$ cat config.mk
export PLATFORM = sky130hd
export DESIGN_NAME = glyph_bitmap_expander_flat
export DESIGN_NICKNAME = d
export VERILOG_FILES = /design/src/rtl/gbe_pkg.sv /design/src/rtl/gbe_ifs.sv /design/src/rtl/glyph_bitmap_expander.sv /design/src/rtl/gbe_walker.sv /design/src/rtl/gbe_lane.sv /design/src/rtl/gbe_merge.sv /design/src/flat_wrapper.sv
export VERILOG_INCLUDE_DIRS = /design/src /design/src/rtl
export SDC_FILE = /design/constraint.sdc
export NUM_CORES = 2
export LEC_CHECK = 0
export ABC_AREA = 1
export BUFFER_PORTS_ARGS = -buffer_cell sky130_fd_sc_hd__buf_4
export CAP_MARGIN = 0
export CELL_PAD_IN_SITES_DETAIL_PLACEMENT = 1
export CELL_PAD_IN_SITES_GLOBAL_PLACEMENT = 1
export CORE_MARGIN = 2
export CORE_UTILIZATION = 30
export CTS_CLUSTER_SIZE = 24
export DETAILED_ROUTE_END_ITERATION = 16
export PLACE_DENSITY_LB_ADDON = 0.1
export REMOVE_ABC_BUFFERS = 1
export SLEW_MARGIN = 15
export SYNTH_ARGS = -nofsm -noshare
export SYNTH_HDL_FRONTEND = slang
export SYNTH_SLANG_ARGS = --single-unit
$ cat constraint.sdc
create_clock -name clk -period 43.3 [get_ports clk]
set_input_delay 2.165 -clock clk [delete_from_list [all_inputs] [get_ports clk]]
set_output_delay 2.165 -clock clk [all_outputs]
set_load 0.01 [all_outputs]
$ cat src/rtl/glyph_bitmap_expander_defines.svh
// Assertion macros shared by the glyph expander RTL.
// Needs clk and rst_n in the scope where a macro is used.
`ifndef GLYPH_BITMAP_EXPANDER_DEFINES_SVH
`define GLYPH_BITMAP_EXPANDER_DEFINES_SVH

// Same-cycle implication, masked while reset is held.
`define GBE_ASSERT_IMP(lbl, ante, cons, msg) \
  lbl: assert property (@(posedge clk) disable iff (!rst_n) (ante) |-> (cons)) \
    else $error(msg);

// Next-cycle implication, masked while reset is held.
`define GBE_ASSERT_NXT(lbl, ante, cons, msg) \
  lbl: assert property (@(posedge clk) disable iff (!rst_n) (ante) |=> (cons)) \
    else $error(msg);

`endif

$ cat src/rtl/gbe_pkg.sv
// Package for the glyph bitmap expander: widths, codes, structs, colour helpers.
// No dependencies; every other RTL file but the macro header imports it.
package gbe_pkg;

  localparam int COORD_BITS  = 12;
  localparam int OFFSET_BITS = 26;
  localparam int X_W         = COORD_BITS + 1;
  localparam int LB_W        = 14;
  localparam int BASE_W      = X_W + LB_W;
  localparam int COL_W       = 24;
  localparam int DATA_W      = 32;
  localparam int LANES       = 8;
  localparam int LANE_W      = $clog2(LANES);
  localparam int CNT_W       = $clog2(LANES + 1);
  localparam int BC_W        = 3;
  localparam int CFG_IDX_W   = 3;
  localparam int CFG_DATA_W  = 24;

  typedef enum logic [1:0] {
    DEST_8   = 2'd0,
    DEST_16  = 2'd1,
    DEST_32  = 2'd2,
    DEST_BAD = 2'd3
  } dest_t;

  typedef enum logic [CFG_IDX_W-1:0] {
    REG_LINE_BYTES = 3'd0,
    REG_FORMAT     = 3'd1,
    REG_FG         = 3'd2,
    REG_BG         = 3'd3,
    REG_LEFT_X     = 3'd4,
    REG_TOP_Y      = 3'd5,
    REG_END_X      = 3'd6,
    REG_END_Y      = 3'd7
  } cfg_idx_t;

  localparam logic [BC_W-1:0] BC_NONE = 3'd0;
  localparam logic [BC_W-1:0] BC_ONE  = 3'd1;
  localparam logic [BC_W-1:0] BC_TWO  = 3'd2;
  localparam logic [BC_W-1:0] BC_FOUR = 3'd4;

  typedef struct packed {
    logic [LB_W-1:0]       line_bytes;
    dest_t                 dest;
    logic                  eight;
    logic [COL_W-1:0]      fg;
    logic [COL_W-1:0]      bg;
    logic [COORD_BITS-1:0] lx;
    logic [COORD_BITS-1:0] ty;
    logic [X_W-1:0]        ex;
    logic [X_W-1:0]        ey;
  } cfg_t;

  // One accepted byte on its way to the lanes.
  typedef struct packed {
    logic [X_W-1:0]    cur_x;
    logic [BASE_W-1:0] row_base;
    logic [7:0]        src;
    logic [CNT_W-1:0]  npix;
    logic              done;
    logic              err;
  } job_t;

  typedef struct packed {
    logic [OFFSET_BITS-1:0] offset;
    logic [DATA_W-1:0]      data;
  } lane_res_t;

  function automatic logic [DATA_W-1:0] fmt_color(logic [COL_W-1:0] c, dest_t d);
    logic [DATA_W-1:0] res;
    res = '0;
    case (d)
      DEST_8:  res = DATA_W'(c[7:0]);
      DEST_16: res = DATA_W'({c[23:19], c[15:10], c[7:3]});
      default: res = DATA_W'(c);
    endcase
    return res;
  endfunction

  function automatic logic [BC_W-1:0] bytes_pp(dest_t d);
    logic [BC_W-1:0] res;
    res = BC_FOUR;
    case (d)
      DEST_8:  res = BC_ONE;
      DEST_16: res = BC_TWO;
      default: res = BC_FOUR;
    endcase
    return res;
  endfunction

endpackage

$ cat src/rtl/gbe_ifs.sv
// Valid/ready channel interfaces for the glyph expander: source bytes in, pixel writes out.
// Depends on gbe_pkg for field widths.
interface gbe_in_if import gbe_pkg::*; ();
  logic       valid;
  logic       ready;
  logic [7:0] src_byte;
  logic       start_req;

  modport source (output valid, output src_byte, output start_req, input ready);
  modport sink   (input valid, input src_byte, input start_req, output ready);
endinterface

interface gbe_out_if import gbe_pkg::*; ();
  logic                   valid;
  logic                   ready;
  logic [OFFSET_BITS-1:0] pixel_offset;
  logic [DATA_W-1:0]      pixel_data;
  logic [BC_W-1:0]        byte_count;
  logic                   last;
  logic                   glyph_done;
  logic                   format_error;

  modport source (output valid, output pixel_offset, output pixel_data, output byte_count,
                  output last, output glyph_done, output format_error, input ready);
  modport sink   (input valid, input pixel_offset, input pixel_data, input byte_count,
                  input last, input glyph_done, input format_error, output ready);
endinterface

$ cat src/rtl/glyph_bitmap_expander.sv
// Glyph bitmap expander top level: configuration registers, walker, eight lanes, merge.
// Depends on gbe_pkg, gbe_ifs, gbe_walker, gbe_lane and gbe_merge.
//
// Usage:
//   Configure through cfg_we/cfg_idx/cfg_wdata while no byte is in flight.
//   Send glyph source bytes in row order on in_if; start_req on a byte
//   restarts at the glyph's top-left corner before that byte is used.
//   Each byte gives zero to eight pixel writes on out_if (offset, colour,
//   byte count, last, glyph_done), or a single format_error transfer when
//   the destination format is invalid.
// Path: the first write of a byte is registered in the walker stage, the
//   row-base product, the lanes and the output register, in that order.
// Throughput: out_if carries one write per cycle while out_if.ready is high;
//   a byte gives one write per pixel it fills, and the next byte waits in the
//   walker until the merge stage has sent them; the eight lanes compute all pixels
//   of a byte at once, so the merge stage feeding the single output port sets the rate.
// Reset (rst_n low, synchronous): registers take their default values,
//   position returns to 0/0 and the glyph is marked finished; no clearing pass.
// Stall: while out_if.ready is low the output register holds its write;
//   up to three further bytes queue in the pipeline, then in_if.ready drops.
module glyph_bitmap_expander import gbe_pkg::*; (
  input  logic                  clk,
  input  logic                  rst_n,
  input  logic                  cfg_we,
  input  logic [CFG_IDX_W-1:0]  cfg_idx,
  input  logic [CFG_DATA_W-1:0] cfg_wdata,
  gbe_in_if.sink                in_if,
  gbe_out_if.source             out_if
);

  logic [LB_W-1:0]       line_bytes_r;
  logic [2:0]            format_r;
  logic [COL_W-1:0]      fg_r, bg_r;
  logic [COORD_BITS-1:0] left_x_r, top_y_r;
  logic [X_W-1:0]        end_x_r, end_y_r;

  cfg_t      cfg;
  job_t      job;
  logic      job_valid, job_take;
  lane_res_t lane_res [LANES];

  // register writes: take the low bits of the data word
  always_ff @(posedge clk) begin
    if (!rst_n) begin
      line_bytes_r <= '0;
      format_r     <= 3'd2;
      fg_r         <= 24'hffffff;
      bg_r         <= '0;
      left_x_r     <= '0;
      top_y_r      <= '0;
      end_x_r      <= '0;
      end_y_r      <= '0;
    end else if (cfg_we) begin
      case (cfg_idx_t'(cfg_idx))
        REG_LINE_BYTES: line_bytes_r <= cfg_wdata[LB_W-1:0];
        REG_FORMAT:     format_r     <= cfg_wdata[2:0];
        REG_FG:         fg_r         <= cfg_wdata[COL_W-1:0];
        REG_BG:         bg_r         <= cfg_wdata[COL_W-1:0];
        REG_LEFT_X:     left_x_r     <= cfg_wdata[COORD_BITS-1:0];
        REG_TOP_Y:      top_y_r      <= cfg_wdata[COORD_BITS-1:0];
        REG_END_X:      end_x_r      <= cfg_wdata[X_W-1:0];
        REG_END_Y:      end_y_r      <= cfg_wdata[X_W-1:0];
        default:        ;
      endcase
    end
  end

  always_comb begin
    cfg.line_bytes = line_bytes_r;
    cfg.dest       = dest_t'(format_r[1:0]);
    cfg.eight      = format_r[2];
    cfg.fg         = fg_r;
    cfg.bg         = bg_r;
    cfg.lx         = left_x_r;
    cfg.ty         = top_y_r;
    cfg.ex         = end_x_r;
    cfg.ey         = end_y_r;
  end

  // track position, hold each byte through the row-base multiply
  gbe_walker u_walker (
    .clk         (clk),
    .rst_n       (rst_n),
    .cfg         (cfg),
    .in_if       (in_if),
    .job_o       (job),
    .job_valid_o (job_valid),
    .job_take_i  (job_take)
  );

  // one lane per bit of the source byte
  for (genvar g = 0; g < LANES; g++) begin : g_lane
    gbe_lane u_lane (
      .clk        (clk),
      .cfg        (cfg),
      .job_i      (job),
      .lane_idx_i (LANE_W'(g)),
      .load_i     (job_take),
      .res_o      (lane_res[g])
    );
  end

  // serialise lane results onto the output channel
  gbe_merge u_merge (
    .clk         (clk),
    .rst_n       (rst_n),
    .cfg         (cfg),
    .job_i       (job),
    .job_valid_i (job_valid),
    .job_take_o  (job_take),
    .res_i       (lane_res),
    .out_if      (out_if)
  );

endmodule

$ cat src/rtl/gbe_walker.sv
// Glyph position tracker: takes source bytes, advances x/y, forms row base product.
// Depends on gbe_pkg and gbe_in_if.
module gbe_walker import gbe_pkg::*; (
  input  logic  clk,
  input  logic  rst_n,
  input  cfg_t  cfg,
  gbe_in_if.sink in_if,
  output job_t  job_o,
  output logic  job_valid_o,
  input  logic  job_take_i
);

  logic [X_W-1:0] cur_x_r, cur_y_r;
  logic           fin_r;

  logic             s1_v_r;
  logic [X_W-1:0]   s1_cur_x_r, s1_cur_y_r;
  logic [7:0]       s1_src_r;
  logic [CNT_W-1:0] s1_npix_r;
  logic             s1_done_r, s1_err_r;

  logic s2_v_r;
  job_t job_r;

  logic             acc, s1_adv, s2_free;
  logic [X_W-1:0]   cx0, cy0, avail, adv_x, cy_inc, x_new, y_new;
  logic             fin0, fin_new, emit, err, done, row_end;
  logic [CNT_W-1:0] npix;

  assign s2_free     = !s2_v_r || job_take_i;
  assign s1_adv      = s1_v_r && s2_free;
  assign in_if.ready = !s1_v_r || s1_adv;
  assign acc         = in_if.valid && in_if.ready;

  always_comb begin
    cx0  = in_if.start_req ? X_W'(cfg.lx) : cur_x_r;
    cy0  = in_if.start_req ? X_W'(cfg.ty) : cur_y_r;
    fin0 = in_if.start_req ? ((X_W'(cfg.lx) >= cfg.ex) || (X_W'(cfg.ty) >= cfg.ey)) : fin_r;
    avail = (cx0 < cfg.ex) ? (cfg.ex - cx0) : '0;
    if (cfg.eight) begin
      npix = (avail != '0) ? CNT_W'(1) : '0;
    end else begin
      npix = (avail > X_W'(LANES)) ? CNT_W'(LANES) : CNT_W'(avail);
    end
    adv_x   = cx0 + X_W'(npix);
    row_end = adv_x >= cfg.ex;
    cy_inc  = cy0 + X_W'(1);

    x_new   = cx0;
    y_new   = cy0;
    fin_new = fin0;
    emit    = 1'b0;
    err     = 1'b0;
    done    = 1'b0;
    if (fin0) begin
      fin_new = 1'b1;
    end else if (cy0 >= cfg.ey) begin
      fin_new = 1'b1;
    end else if (cfg.dest == DEST_BAD) begin
      // abandon the glyph, flag once
      fin_new = 1'b1;
      emit    = 1'b1;
      err     = 1'b1;
      npix    = CNT_W'(1);
    end else begin
      emit = npix != '0;
      if (row_end) begin
        x_new   = X_W'(cfg.lx);
        y_new   = cy_inc;
        fin_new = cy_inc >= cfg.ey;
        done    = fin_new && emit;
      end else begin
        x_new = adv_x;
      end
    end
  end

  always_ff @(posedge clk) begin
    if (!rst_n) begin
      cur_x_r <= '0;
      cur_y_r <= '0;
      fin_r   <= 1'b1;
      s1_v_r  <= 1'b0;
      s2_v_r  <= 1'b0;
    end else begin
      if (acc) begin
        cur_x_r <= x_new;
        cur_y_r <= y_new;
        fin_r   <= fin_new;
      end
      if (acc && emit) begin
        s1_v_r <= 1'b1;
      end else if (s1_adv) begin
        s1_v_r <= 1'b0;
      end
      if (s1_adv) begin
        s2_v_r <= 1'b1;
      end else if (job_take_i) begin
        s2_v_r <= 1'b0;
      end
    end
  end

  // payload: hold unless the stage is loaded
  always_ff @(posedge clk) begin
    if (acc && emit) begin
      s1_cur_x_r <= cx0;
      s1_cur_y_r <= cy0;
      s1_src_r   <= in_if.src_byte;
      s1_npix_r  <= npix;
      s1_done_r  <= done;
      s1_err_r   <= err;
    end
    if (s1_adv) begin
      job_r.cur_x    <= s1_cur_x_r;
      job_r.row_base <= BASE_W'(s1_cur_y_r) * BASE_W'(cfg.line_bytes);
      job_r.src      <= s1_src_r;
      job_r.npix     <= s1_npix_r;
      job_r.done     <= s1_done_r;
      job_r.err      <= s1_err_r;
    end
  end

  assign job_o       = job_r;
  assign job_valid_o = s2_v_r;

endmodule

$ cat src/rtl/gbe_lane.sv
// One pixel lane: byte offset and formatted colour for one bit position of a byte.
// Depends on gbe_pkg.
module gbe_lane import gbe_pkg::*; (
  input  logic              clk,
  input  cfg_t              cfg,
  input  job_t              job_i,
  input  logic [LANE_W-1:0] lane_idx_i,
  input  logic              load_i,
  output lane_res_t         res_o
);

  logic [X_W-1:0]    x;
  logic [X_W+1:0]    xoff;
  logic [BASE_W-1:0] sum;
  logic              on;
  lane_res_t         res_r;

  always_comb begin
    x = job_i.cur_x + X_W'(lane_idx_i);
    case (cfg.dest)
      DEST_8:  xoff = (X_W+2)'(x);
      DEST_16: xoff = (X_W+2)'(x) << 1;
      default: xoff = (X_W+2)'(x) << 2;
    endcase
    sum = job_i.row_base + BASE_W'(xoff);
    on  = cfg.eight ? (job_i.src != 8'd0) : job_i.src[LANE_W'(LANES-1) - lane_idx_i];
  end

  always_ff @(posedge clk) begin
    if (load_i) begin
      res_r.offset <= OFFSET_BITS'(sum);
      res_r.data   <= fmt_color(on ? cfg.fg : cfg.bg, cfg.dest);
    end
  end

  assign res_o = res_r;

endmodule

$ cat src/rtl/gbe_merge.sv
// Merge stage: walks the lane results in order and drives the output register.
// Depends on gbe_pkg, gbe_out_if and the assertion macro header.
`include "glyph_bitmap_expander_defines.svh"

module gbe_merge import gbe_pkg::*; (
  input  logic      clk,
  input  logic      rst_n,
  input  cfg_t      cfg,
  input  job_t      job_i,
  input  logic      job_valid_i,
  output logic      job_take_o,
  input  lane_res_t res_i [LANES],
  gbe_out_if.source out_if
);

  logic              s3_v_r;
  logic [CNT_W-1:0]  n_r;
  logic              done_r, err_r;
  logic [LANE_W-1:0] idx_r;

  logic                   out_v_r;
  logic [OFFSET_BITS-1:0] off_r;
  logic [DATA_W-1:0]      data_r;
  logic [BC_W-1:0]        bc_r;
  logic                   last_r, gdone_r, ferr_r;

  logic s3_mv, s3_end;

  assign s3_mv      = s3_v_r && (!out_v_r || out_if.ready);
  assign s3_end     = s3_mv && ((CNT_W'(idx_r) + CNT_W'(1)) == n_r);
  assign job_take_o = job_valid_i && (!s3_v_r || s3_end);

  always_ff @(posedge clk) begin
    if (!rst_n) begin
      s3_v_r  <= 1'b0;
      idx_r   <= '0;
      out_v_r <= 1'b0;
    end else begin
      if (job_take_o) begin
        s3_v_r <= 1'b1;
        idx_r  <= '0;
      end else if (s3_end) begin
        s3_v_r <= 1'b0;
        idx_r  <= '0;
      end else if (s3_mv) begin
        idx_r <= idx_r + LANE_W'(1);
      end
      if (s3_mv) begin
        out_v_r <= 1'b1;
      end else if (out_if.ready) begin
        out_v_r <= 1'b0;
      end
    end
  end

  always_ff @(posedge clk) begin
    if (job_take_o) begin
      n_r    <= job_i.npix;
      done_r <= job_i.done;
      err_r  <= job_i.err;
    end
    if (s3_mv) begin
      off_r   <= err_r ? '0 : res_i[idx_r].offset;
      data_r  <= err_r ? '0 : res_i[idx_r].data;
      bc_r    <= err_r ? BC_NONE : bytes_pp(cfg.dest);
      last_r  <= s3_end;
      gdone_r <= s3_end && done_r;
      ferr_r  <= err_r;
    end
  end

  assign out_if.valid        = out_v_r;
  assign out_if.pixel_offset = off_r;
  assign out_if.pixel_data   = data_r;
  assign out_if.byte_count   = bc_r;
  assign out_if.last         = last_r;
  assign out_if.glyph_done   = gdone_r;
  assign out_if.format_error = ferr_r;

  `GBE_ASSERT_IMP(a_err_shape, out_v_r && ferr_r, last_r && (bc_r == BC_NONE), "error write malformed")
  `GBE_ASSERT_IMP(a_done_last, out_v_r && gdone_r, last_r, "glyph_done without last")
  `GBE_ASSERT_IMP(a_idx_range, s3_v_r, CNT_W'(idx_r) < n_r, "lane index past pixel count")
  `GBE_ASSERT_NXT(a_end_last, s3_end, out_v_r && last_r, "final lane did not close the byte")

endmodule
$ cat src/flat_wrapper.sv
// flat-port wrapper written by rule: the top's interface ports become plain ports
module glyph_bitmap_expander_flat import gbe_pkg::*;
  (clk, rst_n, cfg_we, cfg_idx, cfg_wdata, in_if_valid, in_if_src_byte, in_if_start_req, in_if_ready, out_if_valid, out_if_pixel_offset, out_if_pixel_data, out_if_byte_count, out_if_last, out_if_glyph_done, out_if_format_error, out_if_ready);
  gbe_in_if in_if_i ();
  gbe_out_if out_if_i ();
  input  logic clk;
  input  logic rst_n;
  input  logic cfg_we;
  input  logic [CFG_IDX_W-1:0] cfg_idx;
  input  logic [CFG_DATA_W-1:0] cfg_wdata;
  input wire logic [$bits(in_if_i.valid)-1:0] in_if_valid;
  input wire logic [$bits(in_if_i.src_byte)-1:0] in_if_src_byte;
  input wire logic [$bits(in_if_i.start_req)-1:0] in_if_start_req;
  output wire logic [$bits(in_if_i.ready)-1:0] in_if_ready;
  output wire logic [$bits(out_if_i.valid)-1:0] out_if_valid;
  output wire logic [$bits(out_if_i.pixel_offset)-1:0] out_if_pixel_offset;
  output wire logic [$bits(out_if_i.pixel_data)-1:0] out_if_pixel_data;
  output wire logic [$bits(out_if_i.byte_count)-1:0] out_if_byte_count;
  output wire logic [$bits(out_if_i.last)-1:0] out_if_last;
  output wire logic [$bits(out_if_i.glyph_done)-1:0] out_if_glyph_done;
  output wire logic [$bits(out_if_i.format_error)-1:0] out_if_format_error;
  input wire logic [$bits(out_if_i.ready)-1:0] out_if_ready;
  assign in_if_i.valid = in_if_valid;
  assign in_if_i.src_byte = in_if_src_byte;
  assign in_if_i.start_req = in_if_start_req;
  assign in_if_ready = in_if_i.ready;
  assign out_if_valid = out_if_i.valid;
  assign out_if_pixel_offset = out_if_i.pixel_offset;
  assign out_if_pixel_data = out_if_i.pixel_data;
  assign out_if_byte_count = out_if_i.byte_count;
  assign out_if_last = out_if_i.last;
  assign out_if_glyph_done = out_if_i.glyph_done;
  assign out_if_format_error = out_if_i.format_error;
  assign out_if_i.ready = out_if_ready;
  glyph_bitmap_expander u_core (.clk(clk), .rst_n(rst_n), .cfg_we(cfg_we), .cfg_idx(cfg_idx), .cfg_wdata(cfg_wdata), .in_if(in_if_i), .out_if(out_if_i));
endmodule
==> impl_metrics.prom <==
# TYPE chip_impl_metric gauge
chip_impl_info{name="ctsRootBufferMaster",value="clkbuf_16"} 1
chip_impl_metric{name="number_of_endpoints_with_negative_hold_slack_in_the_final_report",unit=""} 0
chip_impl_info{name="kind_of_end_point_of_the_critical_path",value="register"} 1
chip_impl_metric{name="start_util",unit=""} 0.3012
chip_impl_metric{name="maximum_number_of_pins_on_one_net_before_global_route_repair",unit=""} 151
chip_impl_metric{name="chipWidth",unit="um"} 402.3
chip_impl_metric{name="gpl.final_weighted_congestion",unit=""} 0.8345
chip_impl_metric{name="synth_top_cell_area_share",unit=""} 0.3439
chip_impl_metric{name="async_s_r_ff_share_synth",unit=""} 0
chip_impl_metric{name="clock_tree.buffer_depth",unit=""} 3
chip_impl_metric{name="synthCells",unit=""} 5705
chip_impl_metric{name="p_per_area",unit="mW/mm^2"} 33.27
chip_impl_metric{name="design_power_total",unit="mW"} 1.764
chip_impl_metric{name="max_slew.worst_pin.slew",unit="ns"} 1.196
chip_impl_metric{name="period_minus_ws_final",unit="ns"} 8.483
chip_impl_metric{name="worstSkewPairLatency",unit="ns"} 0.73
chip_impl_metric{name="netlist_area",unit="sq mm"} 0.04759
chip_impl_metric{name="detail_route.iter0.violations",unit=""} 2197
chip_impl_metric{name="io_buffer_count",unit=""} 98
chip_impl_info{name="critPathTopFamily",value="simple AND/OR/NAND/NOR gates"} 1
chip_impl_metric{name="critical_path.max_stage_delay",unit="ns"} 0.50
chip_impl_metric{name="grt_overflow",unit=""} 0
chip_impl_metric{name="cellLeakagePower",unit="nW"} 22.18
chip_impl_info{name="setup.worst_path.class",value="input port to register"} 1
chip_impl_metric{name="wl_per_cell",unit="um"} 22.81
chip_impl_info{name="synth.area.top_cells",value="edfxtp_1, nand2_1, ha_1"} 1
chip_impl_metric{name="grt_first_pass_wirelength",unit="mm"} 267.1
chip_impl_info{name="post-synth-top-area-cell",value="edfxtp_1"} 1
chip_impl_metric{name="grt_usage",unit=""} 0.2171
chip_impl_metric{name="first_global_vias",unit=""} 40840
chip_impl_metric{name="drt_pass1_iterations",unit=""} 6
chip_impl_info{name="layout.cells.most_common",value="nand2_1"} 1
chip_impl_info{name="min_path_type",value="register to register"} 1
chip_impl_metric{name="postSynthAreaPerCell",unit="sq um"} 8.341
chip_impl_metric{name="via_per_inst",unit=""} 5.086
chip_impl_info{name="outcome",value="finished clean"} 1
chip_impl_info{name="kind_of_start_point_of_the_critical_path",value="input port"} 1
chip_impl_info{name="grt-busiest-layer",value="met2"} 1
chip_impl_metric{name="final.setup.tns",unit="ns"} 0
chip_impl_metric{name="worstPathArrival",unit="ns"} 9.11
chip_impl_metric{name="max-slew-margin-rel",unit=""} 0.1955
chip_impl_metric{name="remaining_drcs",unit=""} 0
chip_impl_metric{name="synth_edf_count",unit=""} 545
chip_impl_metric{name="route.antenna.remaining_nets",unit=""} 0
chip_impl_metric{name="floorplan.die_area",unit="sq mm"} 0.1618
chip_impl_metric{name="slew_violations",unit=""} 0
chip_impl_metric{name="rows",unit=""} 146
chip_impl_metric{name="final_nets",unit=""} 6113
chip_impl_metric{name="core",unit="sq mm"} 0.1580
chip_impl_info{name="synthFlopType",value="edfxtp_1"} 1
chip_impl_info{name="rsz_0062_raised_after_global_routing",value="false"} 1
chip_impl_metric{name="share_of_cells_above_drive_strength_1",unit=""} 0.07234
chip_impl_metric{name="hold_buffers",unit=""} 0
chip_impl_metric{name="grt_util_met3",unit=""} 0.02094
chip_impl_info{name="clock_tree_from_tritoncts",value="done"} 1
chip_impl_metric{name="critical_path_required_time",unit="ns"} 43.92
chip_impl_metric{name="final_cell_count_no_fill",unit=""} 7810
chip_impl_metric{name="fin_worst_skew",unit="ns"} 0.05560
chip_impl_metric{name="yosysWarningCount",unit=""} 0
chip_impl_info{name="worst_path_max_delay_cell",value="fa_1"} 1
chip_impl_metric{name="numClockSinks",unit=""} 694
chip_impl_metric{name="achievable-frequency",unit="GHz"} 0.1179
chip_impl_metric{name="dp.cells",unit=""} 7643
chip_impl_metric{name="route.vias.total",unit=""} 39730
chip_impl_metric{name="grtUsageMet2",unit=""} 0.3617
chip_impl_metric{name="total_of_max_cap_violations",unit=""} 0
chip_impl_metric{name="wirelength",unit="mm"} 178.2
chip_impl_metric{name="report.final.setup_viol",unit=""} 0
chip_impl_info{name="layout.cells.most_common_list",value="nand2_1, nor2_1, o21ai_0"} 1
chip_impl_metric{name="cts_buffers",unit=""} 90
chip_impl_metric{name="cts_post_setup_buffers_inserted",unit=""} 0
chip_impl_metric{name="total_half_perimeter_wirelength_after_legalization_and_detailed_placement",unit="mm"} 125.7
chip_impl_metric{name="cts_max_level",unit=""} 3
chip_impl_metric{name="antenna_found_initial",unit=""} 10
chip_impl_metric{name="holdWs",unit="ns"} 0.4191
chip_impl_metric{name="post-route-period-util",unit=""} 0.1959
chip_impl_metric{name="gr-usage-met1",unit=""} 0.3048
chip_impl_metric{name="boundaryPins",unit=""} 107
chip_impl_metric{name="post_cts_resized",unit=""} 0
chip_impl_metric{name="max-vdd-ir-drop",unit="V"} 0.00003019
chip_impl_metric{name="flow.area_growth_from_synthesis",unit="%"} 11.40
chip_impl_metric{name="cell_variety_after_synth",unit=""} 55
chip_impl_metric{name="die_y",unit="um"} 402.3
chip_impl_metric{name="crit_fanout",unit=""} 34
chip_impl_info{name="critical-path-top-cell-by-count",value="nand2_1"} 1
chip_impl_metric{name="cp.buffers_inverters",unit=""} 7
chip_impl_metric{name="worst_setup_hold_path_clk_slew",unit="ns"} 0.06
chip_impl_metric{name="seq_area_frac_synth",unit=""} 0.4066
chip_impl_metric{name="postSynthRegisterBits",unit=""} 694
metrics by stage:
step,instance area (sq um),setup slack [ns],utilization
after CTS,53010,34.79,0.3355
final,53010,34.82,0.3355
after global placement,49960,34.14,0.3162
after global routing,53010,34.01,0.3355
after detailed placement,49960,34.03,0.3162
after floorplan,46160,18.82,-
state kept, by name, summed over array words and instances (netlist names), 14 cells and up:
register	count
u_core.u_walker.job_o	53
u_core.g_lane.u_lane.res_o	390
u_core.line_bytes_r	14
u_core.bg_r	24
u_core.fg_r	24
u_core.u_merge.out_if.pixel_data	24
u_core.u_merge.out_if.pixel_offset	26
worst paths after layout:
path	startpoint	to	slack, ns	depth (start not counted)
worst max-delay path	in_if_start_req	u_core.u_walker.cur_y_r[12]	34.82	43
worst min-delay path	u_core.u_walker.job_o[2]	u_core.u_merge.n_r[0]	0.42	0
worst max register to register	u_core.left_x_r[1]	u_core.u_walker.cur_y_r[12]	36.50	41
worst min register to register	u_core.u_walker.job_o[2]	u_core.u_merge.n_r[0]	0.42	0
cell families after synthesis:
family | count (synthesis) | share of synthesized area
XOR/XNOR | 284 | 0.05243
AND/OR/NAND/NOR | 2067 | 0.1753
adder cells (fa/ha/maj) | 409 | 0.1291
AO/OA/AOI/OAI | 1357 | 0.1578
buffers and inverters | 893 | 0.07867
flip-flops | 694 | 0.4066
other | 1 | 0.00007880
synth_stat cells (all sizes together) (14+ instances only):
library cell     n
a21boi          14
a21oi          339
a221oi          24
a31oi           54
buf            116
clkbuf         177
clkinv          18
dfxtp          149
edfxtp         545
fa             137
ha             272
inv            582
nand2         1148
nand3          158
nand4           41
nor2           665
nor3            32
o21a            15
o21ai          718
o21bai          14
o22ai          161
xnor2           62
xor2           222
final cells by class:
class | count | area [sq um]
tap | 2072 | 2592
fill | 18600 | 105000
inverter | 600 | 2306
clock inverter | 52 | 624.3
multi-input combinational | 4125 | 24550
antenna | 1 | 2.502
timing repair buffer | 152 | 1154
clock buffer | 114 | 2425
sequential | 694 | 19360
power breakdown:
part           leakage [nW]  internal [mW]  switching, mW
clock                  1.47          0.459          0.322
sequential             6.13          0.732         0.0135
combinational          14.6         0.0753          0.163
layer usage:
metal	part of all wire	vias to the layer above	wire length, um
li1	-	19120	-
met1	0.49	19880	86520
met2	0.47	569	83280
met3	0.030	155	5423
met4	0.016	0	2930
met5	0	-	0
Power figures use the tool's default switching activity.
